===== src/hw/rtl/wcl_pkg.sv =====
// Shared types and constants for the wavetable crossfade lookup.
package wcl_pkg;

    localparam int WAVE_LEN      = 256;
    localparam int SAMPLE_W      = 8;
    localparam int BANK_IN_W     = 4;
    localparam int WAVE_IN_W     = 6;
    localparam int TOTAL_W       = 7;
    localparam int POS_W         = 17;
    localparam int FRAC_W        = 16;
    localparam int CFG_W         = 5;
    localparam int S_TDATA_W     = 88;
    localparam int S_TUSER_W     = 2;
    localparam int M_TDATA_W     = 16;
    localparam int SCALED_W      = 24;
    localparam int PROD_W        = 24;
    localparam int QDEPTH        = 4;
    localparam int QPTR_W        = 2;
    localparam int QCNT_W        = 3;
    localparam int DEF_NUM_BANKS = 16;
    localparam int DEF_MAX_WAVES = 64;

    localparam logic [POS_W-1:0] POS_ONE = POS_W'(1 << FRAC_W);

    typedef enum logic [1:0] {
        FUNC_LOAD   = 2'd0,
        FUNC_COUNT  = 2'd1,
        FUNC_LOOKUP = 2'd2,
        FUNC_NONE   = 2'd3
    } t_func;

    typedef struct packed {
        logic                   is_load;
        logic [BANK_IN_W-1:0]   bank;
        logic [WAVE_IN_W-1:0]   wave;
        logic [SAMPLE_W-1:0]    sample_idx;
        logic [SAMPLE_W-1:0]    sample_val;
        logic [SAMPLE_W-1:0]    addr;
        logic [SAMPLE_W-1:0]    merged;
        logic [POS_W-1:0]       pos;
        logic [TOTAL_W-1:0]     nm1;
    } t_cmd;

    typedef struct packed {
        logic              full;
        logic              empty;
        logic [QCNT_W-1:0] count;
    } t_q_stat;

endpackage


===== src/hw/rtl/wcl_front.sv =====
// Front end: accepts transfers, keeps wave counts and bank count, classifies items.
module wcl_front #(
    parameter int NUM_BANKS = 16,
    parameter int MAX_WAVES = 64
) (
    input  logic                         i_clk,
    input  logic                         i_rst_n,
    input  logic                         i_cfg_we,
    input  logic [wcl_pkg::CFG_W-1:0]    i_cfg_wdata,
    input  logic                         i_valid,
    output logic                         o_ready,
    input  logic [wcl_pkg::S_TDATA_W-1:0] i_data,
    input  logic [wcl_pkg::S_TUSER_W-1:0] i_user,
    input  logic                         i_q_full,
    output logic                         o_push,
    output wcl_pkg::t_cmd                o_cmd
);
    import wcl_pkg::*;

    localparam int BANK_W = (NUM_BANKS > 1) ? $clog2(NUM_BANKS) : 1;

    logic [CFG_W-1:0]     r_bank_count;
    logic [TOTAL_W-1:0]   r_counts [NUM_BANKS];

    t_func                func;
    logic [BANK_IN_W-1:0] bank;
    logic [WAVE_IN_W-1:0] wave;
    logic [SAMPLE_W-1:0]  sample_idx;
    logic [SAMPLE_W-1:0]  sample_val;
    logic [TOTAL_W-1:0]   wave_total;
    logic [POS_W-1:0]     wave_pos;
    logic [SAMPLE_W-1:0]  phase;
    logic [SAMPLE_W-1:0]  poly;
    logic                 poly_on;
    logic [SAMPLE_W-1:0]  sg;
    logic [SAMPLE_W-1:0]  sp;

    logic                 accept;
    logic                 load_ok;
    logic                 bank_ok;
    logic [TOTAL_W-1:0]   total_sat;
    logic [8:0]           limit;
    logic [BANK_IN_W-1:0] bank_cl;
    logic [TOTAL_W-1:0]   cnt;
    logic [SAMPLE_W-1:0]  merged;

    always_comb begin
        func       = t_func'(i_user);
        bank       = i_data[3:0];
        wave       = i_data[9:4];
        sample_idx = i_data[17:10];
        sample_val = i_data[25:18];
        wave_total = i_data[32:26];
        wave_pos   = i_data[49:33];
        phase      = i_data[57:50];
        poly       = i_data[65:58];
        poly_on    = i_data[66];
        sg         = i_data[74:67];
        sp         = i_data[82:75];
    end

    always_comb begin
        o_ready = !i_q_full;
        accept  = i_valid && o_ready;
        bank_ok = 32'(bank) < NUM_BANKS;
        load_ok = bank_ok && (32'(wave) < MAX_WAVES);

        if (wave_total == '0) begin
            total_sat = TOTAL_W'(1);
        end else if (32'(wave_total) > MAX_WAVES) begin
            total_sat = TOTAL_W'(MAX_WAVES);
        end else begin
            total_sat = wave_total;
        end

        if (r_bank_count == '0) begin
            limit = 9'd1;
        end else if (32'(r_bank_count) > NUM_BANKS) begin
            limit = 9'(NUM_BANKS);
        end else begin
            limit = 9'(r_bank_count);
        end
        bank_cl = (9'(bank) >= limit) ? BANK_IN_W'(limit - 9'd1) : bank;
        cnt     = r_counts[BANK_W'(bank_cl)];

        merged = ((poly_on ? poly : '0) & ~sp) | (sg & sp);
    end

    always_comb begin
        o_cmd            = '0;
        o_cmd.sample_idx = sample_idx;
        o_cmd.sample_val = sample_val;
        o_cmd.wave       = wave;
        o_cmd.merged     = merged;
        o_cmd.addr       = merged + phase;
        o_cmd.pos        = (wave_pos > POS_ONE) ? POS_ONE : wave_pos;
        o_cmd.nm1        = cnt - TOTAL_W'(1);
        o_push           = 1'b0;
        unique case (func)
            FUNC_LOAD: begin
                o_cmd.is_load = 1'b1;
                o_cmd.bank    = bank;
                o_push        = accept && load_ok;
            end
            FUNC_LOOKUP: begin
                o_cmd.is_load = 1'b0;
                o_cmd.bank    = bank_cl;
                o_push        = accept;
            end
            default: begin
                o_cmd.bank = bank;
                o_push     = 1'b0;
            end
        endcase
    end

    always_ff @(posedge i_clk) begin
        if (!i_rst_n) begin
            r_bank_count <= CFG_W'(1);
            for (int i = 0; i < NUM_BANKS; i++) begin
                r_counts[i] <= TOTAL_W'(1);
            end
        end else begin
            if (i_cfg_we) begin
                r_bank_count <= i_cfg_wdata;
            end
            if (accept && func == FUNC_COUNT && bank_ok) begin
                r_counts[BANK_W'(bank)] <= total_sat;
            end
        end
    end

endmodule


===== config.mk =====
export PLATFORM = sky130hd
export DESIGN_NAME = wcl_front
export DESIGN_NICKNAME = d
export VERILOG_FILES = /design/src/hw/rtl/wcl_pkg.sv /design/src/hw/rtl/wcl_front.sv
export SDC_FILE = /design/constraint.sdc
export NUM_CORES = 1
export LEC_CHECK = 0
export BUFFER_PORTS_ARGS = -buffer_cell sky130_fd_sc_hd__buf_2
export CAP_MARGIN = 20
export CORE_UTILIZATION = 40
export DETAILED_ROUTE_END_ITERATION = 10
export GPL_TIMING_DRIVEN = 0
export PLACE_DENSITY = 0.58
export SETUP_SLACK_MARGIN = 0.5
export SYNTH_ARGS = -nofsm -noshare
export SYNTH_HDL_FRONTEND = slang
export SYNTH_SLANG_ARGS = --single-unit

===== constraint.sdc =====
create_clock -name i_clk -period 6.2 [get_ports i_clk]
set_clock_uncertainty 0.05 [all_clocks]
set_input_delay 0.93 -clock i_clk [delete_from_list [all_inputs] [get_ports i_clk]]
set_output_delay 0.93 -clock i_clk [all_outputs]
set_load 0.005 [all_outputs]

Word-level counts from Yosys, hierarchy flattened. Memory sizes are Yosys's and may differ from the RTL's. Index checks and enable logic that the tools add are counted.

Flip-flop bits (word level): 5. Memory bits (writable): 112. Input bits: 100. Logic and storage cells: 40. Memories kept: 1.

Memory list: r_counts (depth 16, bits a word 7, read ports 1, clocked after Yosys merged registers in 0, wr ports 16, RTL line wcl_front.sv:23) `logic [TOTAL_W-1:0] r_counts [NUM_BANKS];`.

$add $sub $neg: 3. Order comparisons: 4. Eq/ne operators: 2. Mux-type cells: 17. Bitwise operators: 4. Reductions and logical operators: 8.

Operators by type and width (count): $mux 7 (3); $gt 17x17->1 const B (1); $mux 17 (1); $and 8x8->8 (2); $mux 4 (3); $mux 5 (2); $add 8x8->8 (1); $mux 8 (1); $not 8->8 (1); $or 8x8->8 (1); $gt 7x7->1 const B (1); $logic_not 7->1 (1); $mux 1 (7); $reduce_or 7->1 (1); $sub 7x1->7 const B (1); $ge 4x5->1 (1); $gt 5x5->1 const B (1); $logic_not 5->1 (1); $sub 4x1->4 const B (1); $eq 2x1->1 const B (1); $eq 2x2->1 const B (1); $logic_and 1x1->1 (2); $logic_not 2->1 (1); $reduce_or 2->1 (1); $logic_not 1->1 (1).

Depth between registers and ports, before layout.
Depth in word-level cells: 8. Mapped depth: 19. Gate-level depth less buffers: 16.

Worst setup path before layout. No wires, ideal clock.

Path kind: input to output. Start point: input port i_data[0] in the netlist's numbering. End point: output port o_cmd[6] in the netlist's numbering. Arrival: 4.774 ns. Slack: 0.446 ns. Cell stages on the path: 17. Buffers on the path: 4. Cells stage by stage: clkbuf_1 > clkinv_1 > clkbuf_1 > ha_1 > nor2b_1 > o21ai_1 > nand2_1 > clkbuf_1 > buf_1 > a311oi_1 > o22ai_1 > nor4_1 > ha_1 > inv_1 > or2_1 > nor4_2 > xor2_1.

RTL lines: start, declared (RTL line wcl_front.sv:12) `input logic [wcl_pkg::S_TDATA_W-1:0] i_data,`; end, declared (RTL line wcl_front.sv:16) `output wcl_pkg::t_cmd o_cmd`.

==> reports/qor.yml <==
outcome: "completed"
gr-total-overflow: 0
synthArstFlopShare_pct: 0
drive_gt1_share_pct: 27.9
cp.required_ns: 5.22
cp_top_family: "simple AND/OR/NAND/NOR gates"
p_leak_uw: 0.00370
drt-initial-drc-count: 680
setup-tns-final_ns: 0
cpPeakStageDelay_ns: 0.40
cts.hold.buffers_added: 0
dieArea_um2: 18500
critPathArrivalTime_ns: 4.58
yosys.area.top_type: "edfxtp_1"
cts_buffers: 17
via_per_inst: 5.85
hp-class: "reg2reg"
synthCells: 766
rows: 48
seq_area_frac_synth_pct: 48.2
r2r_slack_ns: 4.70
nets: 1059
place.gp.congestion: 0.959
first_pass_iters: 6
htree_levels: 4
synth-seq-cells: 117
grt_max_degree: 17
yosys_warnings: 0
cpMaxStageDelayCell: "o211ai_1"
p_total_uw: 2580
core_area_um2: 17400
drt-wirelength-per-cell_um: 20.6
cp_num_buf_inv: 7
synthDistinctLibCells: 58
cp_num_cells: 18
worst_slew_pin_slew_ns: 1.05
path_class: "in2out"
num_io_pins: 169
synth_area_um2: 7190
finalHoldViolations: 0
synth_top_area_share_pct: 46.8
yosysMostFrequentCell: "nor2_1"
start_util_pct: 41.3
portBuffers: 138
clk_path_buf_depth: 2
path_max_fanout: 10
syn_nets: 880
hold_ws_ns: 0.560
worstSetupStartpointType: "input pin"
synth.area.top_cells: "edfxtp_1 47%, nor2_1 5.9%, nand2_1 5.3%, a211oi_1 3.9%, a311oi_1 2.8%"
r2r_cells: 4
final_util_pct: 52.4
crit_chain: "buf_4 -> clkinv_4 -> buf_4 -> ha_1 -> nor2b_2 -> o21a_4 -> buf_6 -> nor4_1 -> o211ai_1 -> o22ai_1 -> nor4_4 -> buf_4 -> ha_1 -> inv_1 -> or2_1 -> nor4_4 -> xor2_1 -> buf_2"
maxSlewHeadroom_pct: 29.6
synthFlopType: "edfxtp_1"
crit_path_frequent_cell: "buf_4"
cp-startpoint: "i_data[0]"
area_growth_pct: 27.0
grtUsageTotal_pct: 26.6
cts.sinks: 117
p_per_area_nw_per_um2: 282
min_period_ns: 5.56
place_ws_ns: -1.03
drc: 0
vdd.ir_drop.worst_v: 0.000207
wirelength_um: 24400
ys_top_cells_by_count: "113 x nor2_1, 112 x edfxtp_1, 102 x nand2_1"
setup_viol: 0
antennaDiodeCount: 0
clk_pin_slew_worst_paths_ns: 0.06
grt_pass1_vias: 6189
fin_crit_sh_pct: 89.7
syn_area_per_cell_um2: 9.39
vias: 6926
rsz0062_at_grt: "false"
chipWidth_um: 136
antenna_found_initial: 0
clockRootBuffer: "clkbuf_16"
crit_path_end: "o_cmd[6]"
grt_pass1_wl_um: 35800
dp_hpwl_um: 17700
clk_latency_ns: 0.41
max-cap-violations: 0
die_h_um: 136
synth_edf_count: 112
drv_slew: 0
cts_tree: "built"
rr_startpoint: "r_bank_count[0]"
ant_nets: 0
end_kind: "primary output"
worst_slack_ns: 0.639
worstReg2RegEnd: "r_bank_count[0]"
fmax_mhz: 180
## how the worst min path moves through the flow
stage                               start         endpoint  slack, ns  cells after the start
after global routing      r_bank_count[3]  r_bank_count[3]       0.61                      2
after floorplan           r_bank_count[3]  r_bank_count[3]       0.49                      2
final                     r_bank_count[3]  r_bank_count[3]       0.56                      2
after global placement    r_bank_count[1]  r_bank_count[1]       0.53                      2
after detailed placement  r_bank_count[3]  r_bank_count[3]       0.54                      2
after CTS                 r_bank_count[3]  r_bank_count[3]       0.56                      2
## cells by family (layout without fill, tap and decap cells)
| kind of cell | after synthesis | count (layout) | synth area share [%] |
|---|---|---|---|
| XOR/XNOR | 14 | 14 | 1.71 |
| adder cells (fa/ha/maj) | 14 | 14 | 2.54 |
| flip-flops | 117 | 117 | 48.2 |
| AND/OR/NAND/NOR | 327 | 327 | 20.6 |
| multiplexers | 21 | 21 | 2.94 |
| buffers and inverters | 96 | 288 | 6.75 |
| AO/OA/AOI/OAI | 177 | 177 | 17.3 |
## layer usage
layer	track usage (%)	routed length (um)
met1	34.2	9780
met2	42.3	11200
met3	5.74	2420
met4	12.8	1000
met5	0	0
## registers in the layout (all words and copies together) (netlist names)
name,count
r_bank_count,5
r_counts,112
## worst min-delay path, delay by kind of cell (launching register included)
kind,cells,cell delay (ns)
and+or+nand+nor,1,0.05
muxes,1,0.14
DFF,1,0.36
## power breakdown
part | switching (uW) | internal, uW | leakage [uW]
clock network | 384 | 592 | 0.000273
logic | 402 | 272 | 0.00232
registers | 21.9 | 905 | 0.00111
total | 808 | 1770 | 0.00370
## metrics by stage
step	cells	cell area, um2
global route	1183	9130
global placement	1129	8170
detailed placement	1129	8170
CTS	1172	8930
finish	1183	9130
floorplan	766	7200
## layout by cell type (no fill, tap or decap), types with 21 or more instances in the layout
| cell type | Yosys | final |
|---|---|---|
| o21ai_0 | 29 | 29 |
| clkbuf_1 | 34 | 27 |
| nand3_1 | 35 | 34 |
| nand2_1 | 102 | 101 |
| nor2b_1 | 22 | 21 |
| a21oi_1 | 22 | 21 |
| a211oi_1 | 37 | 37 |
| buf_2 | 10 | 143 |
| nor2_1 | 113 | 111 |
| edfxtp_1 | 112 | 112 |
| buf_4 | 22 | 49 |
## area by class of cell
| cell class | instances | area, um2 |
|---|---|---|
| inverter | 22 | 87.6 |
| clock buffer | 17 | 425 |
| multi-input combinational | 553 | 3390 |
| clock inverter | 15 | 155 |
| timing repair buffer | 160 | 856 |
| fill | 1641 | 8290 |
| tap | 225 | 282 |
| sequential | 117 | 3460 |
| buffer | 74 | 469 |
## repair_timing
action | CTS | global route
resized for setup | 28 | 42
buffers inserted | 11 | 11
setup endpoints to repair | 8 | 4
pin swaps | 8 | 10
No activity file was read; power rests on OpenSTA's default activity.
